## src/sv/rbr_pkg.sv

```systemverilog
`default_nettype none
package rbr_pkg;

	localparam int unsigned RATE_WIDTH_DEF = 32;
	localparam int unsigned FIELD_W        = 32;
	localparam int unsigned TIME_W         = 48;
	localparam int unsigned STEP_W         = 25;
	localparam logic [STEP_W-1:0] H_ONE    = 25'h100_0000;
	localparam int unsigned KSUM_W         = 36;
	// 6 * 2^31: lifts the weighted k sum to non-negative before dividing
	localparam logic [KSUM_W-1:0] DIV_BIAS = 36'h3_0000_0000;
	localparam int unsigned DIV_W          = 40;
	localparam int unsigned MUL_W          = 33;
	localparam int unsigned PROD_W         = 66;
	localparam int unsigned PC_W           = 5;

	// Register indexes
	typedef enum logic [2:0] {
		REG_ACCEL_X    = 3'd0,
		REG_ACCEL_Y    = 3'd1,
		REG_ACCEL_Z    = 3'd2,
		REG_COUPLING_X = 3'd3,
		REG_COUPLING_Y = 3'd4,
		REG_COUPLING_Z = 3'd5,
		REG_STEP_SIZE  = 3'd6
	} reg_idx_t;

	localparam logic [1:0] AX_X = 2'd0;
	localparam logic [1:0] AX_Y = 2'd1;
	localparam logic [1:0] AX_Z = 2'd2;

	// Microcode operations
	typedef enum logic [3:0] {
		UC_MUL_AB   = 4'd0,
		UC_MUL_CP   = 4'd1,
		UC_MUL_HD   = 4'd2,
		UC_KEEP     = 4'd3,
		UC_BR_LAST  = 4'd4,
		UC_PT_UPD   = 4'd5,
		UC_DIV_LOAD = 4'd6,
		UC_DIV_STEP = 4'd7,
		UC_FINAL    = 4'd8
	} uc_op_t;

	typedef struct packed {
		uc_op_t          op;
		logic [1:0]      axis;
		logic [PC_W-1:0] target;
	} uc_word_t;

	typedef struct packed {
		logic load;
		logic step;
	} div_ctl_t;

	typedef struct packed {
		logic signed [FIELD_W-1:0] val;
		logic                      hit;
	} sat_t;

	// Control store: one RK4 stage is 12 words plus branch and point update
	function automatic uc_word_t ucode(logic [PC_W-1:0] pc);
		uc_word_t w;
		w = '{op: UC_FINAL, axis: AX_X, target: '0};
		case (pc)
			5'd0:  w = '{op: UC_MUL_AB,   axis: AX_X, target: '0};
			5'd1:  w = '{op: UC_MUL_CP,   axis: AX_X, target: '0};
			5'd2:  w = '{op: UC_MUL_HD,   axis: AX_X, target: '0};
			5'd3:  w = '{op: UC_KEEP,     axis: AX_X, target: '0};
			5'd4:  w = '{op: UC_MUL_AB,   axis: AX_Y, target: '0};
			5'd5:  w = '{op: UC_MUL_CP,   axis: AX_Y, target: '0};
			5'd6:  w = '{op: UC_MUL_HD,   axis: AX_Y, target: '0};
			5'd7:  w = '{op: UC_KEEP,     axis: AX_Y, target: '0};
			5'd8:  w = '{op: UC_MUL_AB,   axis: AX_Z, target: '0};
			5'd9:  w = '{op: UC_MUL_CP,   axis: AX_Z, target: '0};
			5'd10: w = '{op: UC_MUL_HD,   axis: AX_Z, target: '0};
			5'd11: w = '{op: UC_KEEP,     axis: AX_Z, target: '0};
			5'd12: w = '{op: UC_BR_LAST,  axis: AX_X, target: 5'd14};
			5'd13: w = '{op: UC_PT_UPD,   axis: AX_X, target: 5'd0};
			5'd14: w = '{op: UC_DIV_LOAD, axis: AX_X, target: '0};
			5'd15: w = '{op: UC_DIV_STEP, axis: AX_X, target: '0};
			5'd16: w = '{op: UC_DIV_STEP, axis: AX_X, target: '0};
			5'd17: w = '{op: UC_DIV_STEP, axis: AX_X, target: '0};
			5'd18: w = '{op: UC_DIV_STEP, axis: AX_X, target: '0};
			5'd19: w = '{op: UC_DIV_STEP, axis: AX_X, target: '0};
			default: w = '{op: UC_FINAL,  axis: AX_X, target: '0};
		endcase
		return w;
	endfunction

	// Saturate to a signed rw-bit range, flag when clipped
	function automatic sat_t sat_rw(logic signed [47:0] v, int unsigned rw);
		logic signed [47:0] hi;
		logic signed [47:0] lo;
		sat_t r;
		hi = (48'sd1 <<< (rw - 1)) - 48'sd1;
		lo = -hi - 48'sd1;
		if (v > hi) begin
			r.val = FIELD_W'(hi);
			r.hit = 1'b1;
		end else if (v < lo) begin
			r.val = FIELD_W'(lo);
			r.hit = 1'b1;
		end else begin
			r.val = FIELD_W'(v);
			r.hit = 1'b0;
		end
		return r;
	endfunction

endpackage
`default_nettype wire

```

## src/sv/rbr_mul.sv

```systemverilog
`default_nettype none
// Shared signed multiplier with registered product
module rbr_mul (
	input  wire logic                                  clk,
	input  wire logic                                  en,
	input  wire logic signed [rbr_pkg::MUL_W-1:0]      a,
	input  wire logic signed [rbr_pkg::MUL_W-1:0]      b,
	output logic signed [rbr_pkg::PROD_W-1:0]          prod_q
);

	always_ff @(posedge clk) begin
		if (en) begin
			prod_q <= rbr_pkg::PROD_W'(a) * rbr_pkg::PROD_W'(b);
		end
	end

endmodule
`default_nettype wire

```

## config.mk

```make
export PLATFORM = sky130hd
export DESIGN_NAME = rbr_mul
export DESIGN_NICKNAME = d
export VERILOG_FILES = /design/src/sv/rbr_pkg.sv /design/src/sv/rbr_mul.sv
export SDC_FILE = /design/constraint.sdc
export NUM_CORES = 2
export LEC_CHECK = 0
export BUFFER_PORTS_ARGS = -buffer_cell sky130_fd_sc_hd__buf_4
export CORE_ASPECT_RATIO = 0.7
export CORE_MARGIN = 10
export CORE_UTILIZATION = 30
export CTS_CLUSTER_SIZE = 30
export DETAILED_ROUTE_END_ITERATION = 10
export RECOVER_POWER = 100
export SKIP_CTS_REPAIR_TIMING = 1
export SYNTH_ARGS = -nofsm -noshare
export SYNTH_HDL_FRONTEND = slang
export SYNTH_SLANG_ARGS = --single-unit
```

## constraint.sdc

```tcl
create_clock -name clk -period 18.8 [get_ports clk]
set_input_delay 3.76 -clock clk [delete_from_list [all_inputs] [get_ports clk]]
set_output_delay 3.76 -clock clk [all_outputs]
set_load 0.02 [all_outputs]
```

==> flow_metrics.tcl <==
set metrics [dict create \
    status "complete, but fails checks" \
    violations "max-capacitance violations, max-slew violations" \
    crit_required_ps 18910 \
    rows 113 \
    slew_headroom -0.593 \
    antenna_found_initial 8 \
    final_cells 6110 \
    hold_depth 2 \
    rsz0062_at_grt "no" \
    cts_sinks 66 \
    path_class "primary input to register" \
    viasPerCell 4.59 \
    ys_warn_count 0 \
    start_util 0.304 \
    drt_wl_total_mm 119 \
    synth_simple_gate_area_share 0.155 \
    setup_tns_ps 0 \
    synth_compound_area_frac 0.0400 \
    synth_edf_count 66 \
    critPathMaxFanout 33 \
    die_y_um 331 \
    synth_top_cell_by_area "fa_1" \
    ys_ff_latch 66 \
    nets 5694 \
    syn_area_per_cell_um2 9.54 \
    syn_area_um2 41400 \
    vias 28100 \
    yosysMostFrequentCell "fa_1" \
    drive_gt1_frac 0.0239 \
    route.detailed.drc 0 \
    yosys.area.top_type_share 0.554 \
    syn_inst 4338 \
    die_w_um 464 \
    wl_per_cell_um 19.5 \
    placed_area_um2 43900 \
    clk_pin_slew_ps 60 \
    drt-pass1-iter-count 5 \
    synthFlopType "edfxtp_1" \
    yosysSeqAreaShare 0.0479 \
    cts_inserted_buffers 9 \
    grt_start_max_net_pins 39 \
    placedCellCount 6093 \
    start_kind "primary input" \
    drtIter0Drc 2221 \
    hold_class "primary input to register" \
    grt_pass1_wl_mm 192 \
    hold_viol_final 0 \
    muxShareOfSynthArea 0 \
    finalCritPeriodShare 0.658 \
    async_reset_ff_frac 0 \
    cp_data_arrival_time_ps 12480 \
    cts_tree "done" \
    worst-slew-pin-transition_ps 2390 \
    critical_path.endpoint_type "register" \
    max_freq_mhz 80.9 \
    cp-startpoint "a[0]" \
    final_area_um2 43800 \
    grt_util_all_layers 0.161 \
    gp_congestion 0.860 \
    synthAdderAreaFrac 0.619 \
    fillers 14100 \
    area_growth_pct 5.79 \
    dieArea_um2 153000 \
    largestRegisters "prod_q: 66 flops" \
    synth_common_cells "fa_1, inv_1, and2_1" \
    clock-root-buffer "clkbuf_16" \
    port_buffers 133 \
    cap_violations 3 \
    htreeDepth 3 \
    final_antenna_net_count 0 \
    regMostFlops "prod_q" \
    crit_end "prod_q[58]" \
    slew_violations 103 \
    setup_violations 0 \
    synth.area.top_cells "fa_1, inv_1, and2_1" \
    ioPinCount 134 \
    largest_register_ffs 66 \
    grt_pass1_vias 31000 \
    hpwlAfterDp_mm 97.3 \
    synth.distinct_cells 80 \
    synthXorXnorAreaFrac 0.0144 \
    syn-num-nets 5768 \
    coreArea_um2 136000 \
    overflow 0 \
    cts_buffer_depth 2 \
    synth_top_family_by_area "adder cells" \
    layout_min_cycle_time_ps 12360 \
]
-- through the flow --
stage / util / hold slack (ps) / setup WS (ps)
finish: 0.321 / 3950 / 6440
global route: 0.321 / 3960 / 6110
CTS: 0.324 / 3810 / 7300
detailed placement: 0.322 / 4190 / 6920
global placement: 0.322 / 4190 / 6930
floorplan: - / 3870 / 7670
-- worst min-delay path by stage --
| stage | startpoint | endpoint | slack [ps] |
|---|---|---|---|
| 6_report | b[0] | prod_q[0] | 3950 |
| 4_1_cts | en | prod_q[28] | 3810 |
| 3_5_place_dp | prod_q[2] | prod_q[2] | 4190 |
| 5_1_grt | b[0] | prod_q[0] | 3960 |
| 3_3_place_gp | prod_q[4] | prod_q[4] | 4190 |
| 2_1_floorplan | en | prod_q[0] | 3870 |
-- routing by layer --
| metal | vias to the layer above | track usage | part of all wire | routed length [um] |
|---|---|---|---|---|
| met5 | - | 0 | 0.00029 | 35 |
| li1 | 12200 | - | - | - |
| met1 | 14600 | 0.247 | 0.48 | 56900 |
| met2 | 1112 | 0.221 | 0.40 | 47200 |
| met3 | 78 | 0.0520 | 0.11 | 13400 |
| met4 | 6 | 0.0257 | 0.013 | 1540 |
-- layout make-up --
| class | count | area (um2) | share of cell area |
|---|---|---|---|
| multi-input combinational | 2920 | 34200 | 0.780 |
| clock inverter | 7 | 93.8 | 0.00214 |
| clock buffer | 9 | 225 | 0.00514 |
| timing repair buffer | 136 | 762 | 0.0174 |
| antenna | 1 | 2.50 | 0.0000571 |
| tap | 1840 | 2300 | 0.0526 |
| sequential | 66 | 1980 | 0.0453 |
| inverter | 1131 | 4250 | 0.0969 |
-- cell usage in the layout, fill, tap and decap left out, types with 4 or more instances in the layout --
cell and count:
fa_1 1145, inv_1 1131, and2_1 559, nand2_1 551
ha_1 217, clkbuf_1 69, nor2_1 68, buf_4 67
edfxtp_1 66, a21oi_1 60, xnor2_1 43, a21o_1 36
o21ai_0 30, nand3_1 25, xor2_1 25, nand2b_1 12
nand4_1 12, o21bai_1 11, a211oi_1 9, a31oi_1 9
clkbuf_16 9, nor3_1 7, o21a_1 6, o31ai_1 6
a211o_1 6, and3_1 5, and4_1 5, nor2b_1 5
o211ai_1 4
-- critical path, cell delays in order --
cell and delay, ps:
clkbuf_1 1350, nand2b_1 310, fa_1 450, fa_1 500, inv_1 50, fa_1 480, fa_1 430, fa_1 690
fa_1 520, fa_1 500, inv_1 50, fa_1 540, inv_1 70, ha_1 340, a21oi_1 350, o21ai_0 200
a22oi_1 440, nor2_1 80, a211oi_1 710, a21oi_1 260, nor4b_2 290, a311oi_1 70
-- kinds of logic after synthesis --
logic type               count (synthesis)
adder cells (fa/ha/maj)               1362
buffers and inverters                 1352
AND/OR/NAND/NOR                       1271
AO/OA/AOI/OAI                          219
XOR/XNOR                                68
flip-flops                              66
Power is not shown: default switching activity piles up to over one toggle a cycle in this logic, so the estimate is an artifact.
