==> src/sv/rbr_pkg.sv <==
`default_nettype none
package rbr_pkg;

	localparam int unsigned RATE_WIDTH_DEF = 32;
	localparam int unsigned FIELD_W        = 32;
	localparam int unsigned TIME_W         = 48;
	localparam int unsigned STEP_W         = 25;
	localparam logic [STEP_W-1:0] H_ONE    = 25'h100_0000;
	localparam int unsigned KSUM_W         = 36;
	// 6 * 2^31: lifts the weighted k sum to non-negative before dividing
	localparam logic [KSUM_W-1:0] DIV_BIAS = 36'h3_0000_0000;
	localparam int unsigned DIV_W          = 40;
	localparam int unsigned MUL_W          = 33;
	localparam int unsigned PROD_W         = 66;
	localparam int unsigned PC_W           = 5;

	// Register indexes
	typedef enum logic [2:0] {
		REG_ACCEL_X    = 3'd0,
		REG_ACCEL_Y    = 3'd1,
		REG_ACCEL_Z    = 3'd2,
		REG_COUPLING_X = 3'd3,
		REG_COUPLING_Y = 3'd4,
		REG_COUPLING_Z = 3'd5,
		REG_STEP_SIZE  = 3'd6
	} reg_idx_t;

	localparam logic [1:0] AX_X = 2'd0;
	localparam logic [1:0] AX_Y = 2'd1;
	localparam logic [1:0] AX_Z = 2'd2;

	// Microcode operations
	typedef enum logic [3:0] {
		UC_MUL_AB   = 4'd0,
		UC_MUL_CP   = 4'd1,
		UC_MUL_HD   = 4'd2,
		UC_KEEP     = 4'd3,
		UC_BR_LAST  = 4'd4,
		UC_PT_UPD   = 4'd5,
		UC_DIV_LOAD = 4'd6,
		UC_DIV_STEP = 4'd7,
		UC_FINAL    = 4'd8
	} uc_op_t;

	typedef struct packed {
		uc_op_t          op;
		logic [1:0]      axis;
		logic [PC_W-1:0] target;
	} uc_word_t;

	typedef struct packed {
		logic load;
		logic step;
	} div_ctl_t;

	typedef struct packed {
		logic signed [FIELD_W-1:0] val;
		logic                      hit;
	} sat_t;

	// Control store: one RK4 stage is 12 words plus branch and point update
	function automatic uc_word_t ucode(logic [PC_W-1:0] pc);
		uc_word_t w;
		w = '{op: UC_FINAL, axis: AX_X, target: '0};
		case (pc)
			5'd0:  w = '{op: UC_MUL_AB,   axis: AX_X, target: '0};
			5'd1:  w = '{op: UC_MUL_CP,   axis: AX_X, target: '0};
			5'd2:  w = '{op: UC_MUL_HD,   axis: AX_X, target: '0};
			5'd3:  w = '{op: UC_KEEP,     axis: AX_X, target: '0};
			5'd4:  w = '{op: UC_MUL_AB,   axis: AX_Y, target: '0};
			5'd5:  w = '{op: UC_MUL_CP,   axis: AX_Y, target: '0};
			5'd6:  w = '{op: UC_MUL_HD,   axis: AX_Y, target: '0};
			5'd7:  w = '{op: UC_KEEP,     axis: AX_Y, target: '0};
			5'd8:  w = '{op: UC_MUL_AB,   axis: AX_Z, target: '0};
			5'd9:  w = '{op: UC_MUL_CP,   axis: AX_Z, target: '0};
			5'd10: w = '{op: UC_MUL_HD,   axis: AX_Z, target: '0};
			5'd11: w = '{op: UC_KEEP,     axis: AX_Z, target: '0};
			5'd12: w = '{op: UC_BR_LAST,  axis: AX_X, target: 5'd14};
			5'd13: w = '{op: UC_PT_UPD,   axis: AX_X, target: 5'd0};
			5'd14: w = '{op: UC_DIV_LOAD, axis: AX_X, target: '0};
			5'd15: w = '{op: UC_DIV_STEP, axis: AX_X, target: '0};
			5'd16: w = '{op: UC_DIV_STEP, axis: AX_X, target: '0};
			5'd17: w = '{op: UC_DIV_STEP, axis: AX_X, target: '0};
			5'd18: w = '{op: UC_DIV_STEP, axis: AX_X, target: '0};
			5'd19: w = '{op: UC_DIV_STEP, axis: AX_X, target: '0};
			default: w = '{op: UC_FINAL,  axis: AX_X, target: '0};
		endcase
		return w;
	endfunction

	// Saturate to a signed rw-bit range, flag when clipped
	function automatic sat_t sat_rw(logic signed [47:0] v, int unsigned rw);
		logic signed [47:0] hi;
		logic signed [47:0] lo;
		sat_t r;
		hi = (48'sd1 <<< (rw - 1)) - 48'sd1;
		lo = -hi - 48'sd1;
		if (v > hi) begin
			r.val = FIELD_W'(hi);
			r.hit = 1'b1;
		end else if (v < lo) begin
			r.val = FIELD_W'(lo);
			r.hit = 1'b1;
		end else begin
			r.val = FIELD_W'(v);
			r.hit = 1'b0;
		end
		return r;
	endfunction

endpackage
`default_nettype wire

==> src/sv/rbr_div3.sv <==
`default_nettype none
// Three lanes of divide-by-three, one byte (four radix-4 digits) per step
module rbr_div3 (
	input  wire logic                            clk,
	input  wire logic                            arst_n,
	input  wire rbr_pkg::div_ctl_t               ctl,
	input  wire logic [rbr_pkg::DIV_W-1:0]       num [3],
	output logic [rbr_pkg::DIV_W-1:0]            quo [3]
);

	logic [rbr_pkg::DIV_W-1:0] num_q [3];
	logic [rbr_pkg::DIV_W-1:0] quo_q [3];
	logic [1:0]                rem_q [3];
	logic [7:0]                qbyte [3];
	logic [1:0]                rem_d [3];

	// Digit recurrence on the top byte of each lane
	always_comb begin
		logic [1:0] r;
		logic [3:0] v;
		logic [1:0] qd;
		for (int n = 0; n < 3; n++) begin
			r = rem_q[n];
			qbyte[n] = '0;
			for (int d = 0; d < 4; d++) begin
				v = {r, num_q[n][rbr_pkg::DIV_W-1-2*d -: 2]};
				if (v >= 4'd9)
					qd = 2'd3;
				else if (v >= 4'd6)
					qd = 2'd2;
				else if (v >= 4'd3)
					qd = 2'd1;
				else
					qd = 2'd0;
				r = 2'(v - 4'(qd) * 4'd3);
				qbyte[n][7-2*d -: 2] = qd;
			end
			rem_d[n] = r;
		end
	end

	always_ff @(posedge clk or negedge arst_n) begin
		if (!arst_n) begin
			for (int n = 0; n < 3; n++) begin
				num_q[n] <= '0;
				quo_q[n] <= '0;
				rem_q[n] <= '0;
			end
		end else if (ctl.load) begin
			for (int n = 0; n < 3; n++) begin
				num_q[n] <= num[n];
				quo_q[n] <= '0;
				rem_q[n] <= '0;
			end
		end else if (ctl.step) begin
			for (int n = 0; n < 3; n++) begin
				num_q[n] <= {num_q[n][rbr_pkg::DIV_W-9:0], 8'd0};
				quo_q[n] <= {quo_q[n][rbr_pkg::DIV_W-9:0], qbyte[n]};
				rem_q[n] <= rem_d[n];
			end
		end
	end

	assign quo = quo_q;

endmodule
`default_nettype wire

==> config.mk <==
export PLATFORM = sky130hd
export DESIGN_NAME = rbr_div3
export DESIGN_NICKNAME = d
export VERILOG_FILES = /design/src/sv/rbr_pkg.sv /design/src/sv/rbr_div3.sv
export SDC_FILE = /design/constraint.sdc
export NUM_CORES = 1
export LEC_CHECK = 0
export CAP_MARGIN = 5
export CORE_MARGIN = 1
export CORE_UTILIZATION = 40
export DETAILED_ROUTE_END_ITERATION = 10
export DONT_BUFFER_PORTS = 1
export MAX_ROUTING_LAYER = met4
export PLACE_DENSITY = 0.53
export SYNTH_ARGS = -nofsm -noshare
export SYNTH_HDL_FRONTEND = slang
export SYNTH_SLANG_ARGS = --single-unit
==> constraint.sdc <==
create_clock -name clk -period 7.4 [get_ports clk]
set_clock_uncertainty 0.15 [all_clocks]
set_input_delay 1.85 -clock clk [delete_from_list [all_inputs] [get_ports clk]]
set_output_delay 1.85 -clock clk [all_outputs]
set_load 0.03 [all_outputs]
==> flow_summary.ini, run 1 <==
[final_layout]
multi_input_area_um2 = 5030
diodes = 0
fill_cells = 2674
syn_to_final_growth_pct = 10.0
regArea_um2 = 6160
layout-drive-gt1-share = 0.0493
nets = 1212
stdcell_count = 1474

[worst_setup_path]
slowest_delay_ns = 0.47
required_ns = 7.65
rr_endpoint = rem_q[5]
r2r_setup_slack_ns = 1.25
critPathMostFrequentCell = ha_1
crit_type = reg2reg
startpoint_type = register
reg2reg_from = num_q[119]
worst-r2r-cell-count = 26
crit_fanout = 9
slowest_stage = xnor2_1
crit_path_end_kind = register
cp.arrival_ns = 6.40

[logic_synthesis]
synth_top_cell_area_share = 0.535
async_flop_share = 1.00
syn_inst = 1118
synth_edf_count = 0
synthFlopType = dfrtp_1
synth.cell_area_um2 = 11500
ys_seq_area_frac = 0.535
synth.distinct_cells = 53
syn_area_per_cell_um2 = 10.3
synth.top_cells.by_area = dfrtp_1 54%, mux2i_1 17%, o21ai_0 5.6%
syn-num-nets = 1256
yosys_warnings = 0
synth_largest_area_cell = dfrtp_1
ys_ff_latch = 246

[place]
portBuffers = 0
hpwl_um = 16200
dp.cells = 1422
dp_slack_ns = 1.27
place.gp.congestion = 0.797

[timing]
timing.final.crit_share = 0.831
layout_min_cycle_time_ns = 6.15
final.setup.tns_ns = 0
hold_viol = 0
slew_violations = 0
relSlewSlack = 0.501
tightest_slew_ns = 0.748
max_freq_mhz = 163
setup_ws_ns = 1.25
setup_viol = 0
grt_setup_unrepaired = no

[grt]
grt_max_degree = 350
gr-total-overflow = 0
grt_pass1_wl_um = 41700
first_global_vias = 7486
grt_antenna_before_repair = 0
track_usage = 0.182

[clocking]
cts_inserted_buffers = 28
cts_tree = done
clk_pin_slew_ns = 0.06
post_cts_resized = 0
cts_sinks = 246
postCtsSetupRepairBufs = 0
clockBufferDepth = 3
htree_levels = 1
clkLatencyLatePin_ns = 0.54
root_buffer = clkbuf_16
ctsHoldBuffers = 0

[drt]
drt_iter0_drc = 496
vias = 7775
antenna_left = 0
drt_pass1_iterations = 5
drt_wl_total_um = 26400
drc_errors = 0
wl_per_cell_um = 17.9
drt-vias-per-instance = 5.27

[worst_hold_path]
hold_depth = 2
hold_path_end = num_q[80]
min_from = num_q[80]
hold_class = reg2reg

[floorplanning]
core_um2 = 28000
start_util = 0.411
dieHeight_um = 172
rows = 61
fp.dieArea_um2 = 29400
ios = 244
die_w_um = 172

[power]
finalPower_uw = 3790
power.density_nw_per_um2 = 299
peakVddDrop_v = 0.000177
p_leak_uw = 0.00604

[job]
drv_cap = 0

[status]
status = finished clean
## cells by family after synthesis
| family | share of synthesized area |
|---|---|
| AO/OA/AOI/OAI | 0.101 |
| AND/OR/NAND/NOR | 0.138 |
| XOR/XNOR | 0.00838 |
| buffers and inverters | 0.0274 |
| adder cells (fa/ha/maj) | 0.0152 |
| multiplexers | 0.175 |
| flip-flops | 0.535 |
## sequential cells by signal, summed over array words and instances, names as in the netlist
signal	count
quo	120
num_q	120
rem_q	6
## worst max-delay path, delay by kind of cell (launching register included)
kind	cells	cell delay (ns)
AO/OA/AOI/OAI	10	1.97
XOR/XNOR	3	0.81
adder cells (fa/ha/maj)	5	1.26
buffers and inverters	1	0.05
flip-flops	1	0.44
AND/OR/NAND/NOR	7	1.31
## final cells by class
| type | instances | area share |
|---|---|---|
| clock inverter | 7 | 0.00722 |
| inverter | 8 | 0.00237 |
| tap | 378 | 0.0374 |
| multi-input combinational | 790 | 0.398 |
| sequential | 246 | 0.486 |
| clock buffer | 45 | 0.0692 |
## cell usage in the layout, fill, tap and decap left out, drive strengths merged, types with 10 or more instances in the layout
cell type	synthesis	layout
dfrtp	246	246
nand2	161	161
o21ai	130	130
clkbuf	54	45
nand3	10	10
nor2b	10	10
nand2b	20	20
mux2i	201	201
a211oi	10	10
ha	14	14
nor2	133	133
## synth_stat cells, drive strengths merged (2+ instances only)
| cell | count |
|---|---|
| nor3b | 6 |
| a31oi | 3 |
| or3b | 2 |
| or3 | 4 |
| nor2b | 10 |
| o211ai | 7 |
| and3 | 2 |
| xnor2 | 9 |
| buf | 20 |
| nand4 | 5 |
| nand2 | 161 |
| a311oi | 7 |
| inv | 7 |
| dfrtp | 246 |
| clkbuf | 54 |
| a211oi | 10 |
| ha | 14 |
| nor2 | 133 |
| o211a | 2 |
| or2 | 3 |
| a21oi | 9 |
| o221ai | 2 |
| nand2b | 20 |
| nor3 | 7 |
| nand3 | 10 |
| a2111oi | 3 |
| a221o | 4 |
| o21a | 2 |
| mux2i | 201 |
| o21ai | 130 |
| xor2 | 2 |
| and2 | 2 |
| nor4 | 2 |
| a21o | 7 |
## metal layers
layer | part of all wire | global-route usage | up-vias
li1 | - | - | 3798
met1 | 0.47 | 0.252 | 3723
met2 | 0.42 | 0.259 | 224
met3 | 0.091 | 0.0566 | 30
met4 | 0.015 | 0.0415 | 0
met5 | 0 | - | -
## worst max-delay path by stage
| stage | from | slack, ns | to |
|---|---|---|---|
| 6_report | num_q[119] | 1.25 | rem_q[5] |
| 2_1_floorplan | num_q[119] | 1.83 | rem_q[5] |
| 4_1_cts | num_q[119] | 1.23 | rem_q[5] |
| 5_1_grt | num_q[119] | 0.72 | rem_q[5] |
| 3_3_place_gp | num_q[119] | 1.52 | rem_q[5] |
| 3_5_place_dp | num_q[119] | 1.27 | rem_q[5] |
## power by group
group	internal, uW	switching (uW)
Combinational	308	337
Clock	876	547
Sequential	1470	252
## per-stage QoR
| step | hold slack, ns | cell area, um2 | util |
|---|---|---|---|
| 6_report | 0.384 | 12700 | 0.452 |
| 5_1_grt | 0.402 | 12700 | 0.452 |
| 4_1_cts | 0.391 | 12700 | 0.452 |
| 3_5_place_dp | 0.380 | 11700 | 0.417 |
| 3_3_place_gp | 0.376 | 11700 | 0.417 |
| 2_1_floorplan | 0.361 | 11500 | - |
Power figures use the tool's default switching activity.
==> run 2: changes to the inputs <==
- ABC_AREA: default -> 1
- clock period: 7.4 -> 6.4 ns (I/O delays scaled with it)
==> run 2 against run 1 <==
Effect of this change: synthesized cell count decreased by 3.9%; clock-buffer cell count shrank 3; setup slack better by 0.44 ns; worst hold slack got worse by 0.034 ns; area after synthesis is 10% lower; die area shrank 10%; register-to-register slack improved by 0.44 ns; critical path type unchanged; utilization is essentially flat; non-clock buffer count increased by 6; cell count down 5.3%; clock power rose by 8%.
==> flow_summary.ini, run 2 <==
[power]
pwr-share-clk = 0.323
pwr-share-seq = 0.462
peakVddDrop_v = 0.000202
switching_share = 0.352
p_comb_frac = 0.215
internal_power_uw = 3080
power.density_nw_per_um2 = 417
p_switching_uw = 1670
p_leak_uw = 0.00524

[worst_setup_path]
crit_path_end_kind = register
crit_family = simple AND/OR/NAND/NOR gates
path_buf_inv = 4
crit_fanout = 6
startpoint_type = register
critPathMostFrequentCell = nand2_1
slowest_delay_ns = 0.42
slowest_stage = dfrtp_1
cp.arrival_ns = 4.93
required_ns = 6.63
crit_type = reg2reg

[logic_synthesis]
syn_area_per_cell_um2 = 9.61
synth_top_cell_area_share = 0.596
synth.top_cells.by_area = dfrtp_1 60%, o22ai_1 9.2%, inv_1 5.8%
yosys-top-cells-count = 246 x dfrtp_1, 160 x inv_1, 152 x o22ai_1
ys_ff_latch = 246
synth_largest_area_cell = dfrtp_1
synthFlopType = dfrtp_1
synth_most_common_cell = dfrtp_1
synth.cell_area_um2 = 10300
yosys_warnings = 0
synth.distinct_cells = 32
async_flop_share = 1.00
synth_edf_count = 0
ys_seq_area_frac = 0.596
syn_inst = 1074
syn-num-nets = 1212

[clocking]
root_buffer = clkbuf_16
post_cts_resized = 0
ctsHoldBuffers = 0
htree_levels = 1
clk_pin_slew_ns = 0.06
postCtsSetupRepairBufs = 0
cts_tree = done
cts_inserted_buffers = 27
cts_sinks = 246
clockBufferDepth = 3
clkLatencyLatePin_ns = 0.52

[timing]
timing.final.crit_share = 0.735
setup_viol = 0
setup_ws_ns = 1.69
relSlewSlack = 0.363
grt_setup_unrepaired = no
slew_violations = 0
tightest_slew_ns = 0.955
hold_viol = 0
hold_ws_ns = 0.350
layout_min_cycle_time_ns = 4.71
final.setup.tns_ns = 0
max_freq_mhz = 213

[grt]
grt_pass1_wl_um = 40400
track_usage = 0.198
gr-total-overflow = 0
first_global_vias = 7309
grt_max_degree = 247
grt_antenna_before_repair = 0

[final_layout]
syn_to_final_growth_pct = 10.5
fill_cells = 2450
finish.utilization = 0.452
layout-drive-gt1-share = 0.0788
regArea_um2 = 6160
final_cell_mix = 246 x dfrtp_1, 160 x inv_1, 152 x o22ai_1
fin_area_um2 = 11400
nets = 1184
multi_input_area_um2 = 3290
layout_commonest_cell = dfrtp_1
diodes = 0

[drt]
route.met3.wl_um = 2410
wl_met1_um = 11900
drt_iter0_drc = 516
wl_met2_um = 10900
top_layer_used = met4
drt-vias-per-instance = 5.25
drt_wl_total_um = 25600
vias = 7333
drc_errors = 0
drt_pass1_iterations = 4
antenna_left = 0
wl_per_cell_um = 18.3

[job]
drv_cap = 0

[floorplanning]
start_util = 0.409
die_w_um = 163
ios = 244
fp.dieArea_um2 = 26500
rows = 58
dieHeight_um = 163
core_um2 = 25300

[place]
place.gp.congestion = 0.744
post_dp_cell_area_um2 = 10500
portBuffers = 0
dp_slack_ns = 1.70
hpwl_um = 15800

[status]
status = finished clean

[worst_hold_path]
hold_class = reg2reg
run 2: changes by cell type after synthesis, moves of 25 or more:
cell     delta
mux2i_1   -201
inv_1     +153
o22ai_1   +151
nor2_1     -65
o21ai_0    -54
a21oi_1    +51
nand2_1    -25
run 2: area by class of cell:
type / count / share of cell area
clock buffers: 42 / 0.0720
clock inverters: 7 / 0.00603
inverters: 163 / 0.0544
multi-input cells: 602 / 0.288
flip-flops and latches: 246 / 0.539
well taps: 330 / 0.0362
repair buffers: 6 / 0.00395
run 2: path summary, 6_finish.rpt:
check | startpoint | endpoint | slack, ns | cells after the start
max | num_q[119] | rem_q[5] | 1.69 | 32
max reg2reg | num_q[119] | rem_q[5] | 1.69 | 32
min in group asynchronous | arst_n | quo[114] | 0.62 | 0
min | num_q[42] | num_q[42] | 0.35 | 1
max in group asynchronous | arst_n | num_q[53] | 5.15 | 0
min reg2reg | num_q[42] | num_q[42] | 0.35 | 1
run 2: through the flow:
stage | power (uW) | instances
after floorplan | 3010 | 1074
after global placement | 3220 | 1347
after detailed placement | 3260 | 1347
after CTS | 4820 | 1396
after global routing | 5060 | 1396
final | 4760 | 1396
run 2: power groups by stage:
| stage | combinational (uW) | clock, uW | sequential [uW] |
|---|---|---|---|
| after global routing | 1180 | 1650 | 2230 |
| after global placement | 996 | 0 | 2230 |
| final | 1020 | 1540 | 2200 |
| after floorplan | 847 | 0 | 2160 |
| after CTS | 1030 | 1590 | 2200 |
| after detailed placement | 1030 | 0 | 2230 |
run 2: cells by family after synthesis:
| family | synth area share |
|---|---|
| flip-flops | 0.596 |
| AO/OA/AOI/OAI | 0.182 |
| buffers and inverters | 0.0855 |
| AND/OR/NAND/NOR | 0.111 |
| adder cells (fa/ha/maj) | 0.0170 |
| XOR/XNOR | 0.00848 |
run 2: routing by layer:
layer	GRT usage	vias up
met5	-	-
met4	0.0425	0
met3	0.0634	33
met2	0.285	229
met1	0.272	3495
li1	-	3576
==> run 3: changes to the inputs <==
- ABC_AREA: 1 -> 0
- PLACE_DENSITY: 0.53 -> 0.55
- clock period: 6.4 -> 4.29 ns (I/O delays scaled with it)
==> run 3 against run 2 <==
Effect of this change: sequential share of layout area down 9.2 points; largest cell class unchanged; the flow now finishes with violations (negative setup slack); largest power group unchanged; combinational power increased by 100%; critical path depth decreased by 7; worst hold slack got worse by 0.26 ns.
==> flow_summary.ini, run 3 (synthesized netlist as in run 1, its figures left out) <==
[timing]
relSlewSlack = 0.596
slew_violations = 0
setup_ws_ns = -0.784
final.setup.tns_ns = -1.61
tightest_slew_ns = 0.606
max_freq_mhz = 197
grt_setup_unrepaired = yes
hold_viol = 0
timing.final.crit_share = 1.18
layout_min_cycle_time_ns = 5.07
setup_viol = 4

[worst_setup_path]
crit_fanout = 5
startpoint_type = register
path_buf_inv = 1
slowest_stage = or4b_4
crit_family = compound AO/OA/AOI/OAI gates
crit_type = reg2reg
critPathMostFrequentCell = ha_4
cp.arrival_ns = 5.33
slowest_delay_ns = 0.47
required_ns = 4.55
crit_path_end_kind = register

[place]
place.gp.congestion = 0.786
hpwl_um = 16400
portBuffers = 0
dp_slack_ns = -1.02

[power]
pwr-share-clk = 0.329
peakVddDrop_v = 0.000300
internal_power_uw = 5240
p_switching_uw = 2250
pwr-share-seq = 0.396
power.density_nw_per_um2 = 545
switching_share = 0.300
finalPower_uw = 7490
p_leak_uw = 0.00662
p_comb_frac = 0.275

[final_layout]
nets = 1318
diodes = 0
finish.utilization = 0.491
syn_to_final_growth_pct = 19.5
fill_cells = 2583
layout-drive-gt1-share = 0.166
layout_commonest_cell = dfrtp_1
final_cell_mix = 245 x dfrtp_1, 201 x mux2i_1, 160 x nand2_1
regArea_um2 = 6160
multi_input_area_um2 = 5330

[status]
status = finished with violations
violations = negative setup slack

[drt]
wl_per_cell_um = 17.7
vias = 8221
drt-vias-per-instance = 5.21
drt_wl_total_um = 27900
drc_errors = 0
drt_pass1_iterations = 4
antenna_left = 0
drt_iter0_drc = 527

[clocking]
htree_levels = 1
clkLatencyLatePin_ns = 0.54
ctsHoldBuffers = 0
root_buffer = clkbuf_16
cts_inserted_buffers = 28
clockBufferDepth = 3
cts_tree = done
clk_pin_slew_ns = 0.06
cts_sinks = 246

[grt]
grt_max_degree = 350
track_usage = 0.190
grt_antenna_before_repair = 0
first_global_vias = 8057
grt_pass1_wl_um = 43700
gr-total-overflow = 0

[floorplanning]
dieHeight_um = 172
rows = 61
core_um2 = 28000
fp.dieArea_um2 = 29400
start_util = 0.411
ios = 244
die_w_um = 172

[job]
drv_cap = 0

[worst_hold_path]
hold_class = in2async
## run 3: routing by layer
metal	routed length [um]	global-route usage
met3	2360	0.0580
met5	0	-
met4	756	0.0602
met1	13000	0.252
met2	11800	0.275
## run 3: power groups by stage
stage / Sequential (uW) / Combinational, uW / Clock, uW
final: 2970 / 2060 / 2460
after floorplan: 2890 / 1080 / 0
after detailed placement: 3000 / 1450 / 0
after CTS: 2960 / 1950 / 2530
after global placement: 2990 / 1420 / 0
after global routing: 3000 / 2270 / 2620
## run 3: per-stage QoR
| stage | instances | area, um2 | hold slack (ns) |
|---|---|---|---|
| after floorplan | 1118 | 11600 | 0.361 |
| after CTS | 1584 | 13700 | 0.0618 |
| after global routing | 1578 | 13700 | 0.0571 |
| final | 1578 | 13700 | 0.0924 |
| after global placement | 1473 | 12100 | 0.375 |
| after detailed placement | 1473 | 12100 | 0.382 |
## run 3: path summary, 6_finish.rpt
kind | endpoint | cells past startpoint | slack, ns | startpoint
worst max-delay path | rem_q[5] | 25 | -0.78 | num_q[119]
worst min-delay path | quo[38] | 0 | 0.09 | arst_n
worst max register to register | rem_q[5] | 25 | -0.78 | num_q[119]
worst min register to register | num_q[80] | 2 | 0.39 | num_q[80]
max in group asynchronous | num_q[76] | 0 | 3.62 | arst_n
min in group clk | num_q[80] | 2 | 0.39 | num_q[80]
## run 3: area by class of cell
class | instances | area share
sequential | 246 | 0.448
multi-input combinational | 790 | 0.388
clock buffer | 41 | 0.0604
timing repair buffer | 106 | 0.0582
tap | 378 | 0.0344
clock inverter | 9 | 0.00928
inverter | 8 | 0.00218
## run 3: repair_timing
action                                  4_1_cts  5_1_grt
hold endpoints to repair                      0        0
endpoints found under the setup margin        5       10
resized for setup                            21       25
setup buffers                                61        5
pin swaps                                    35       28
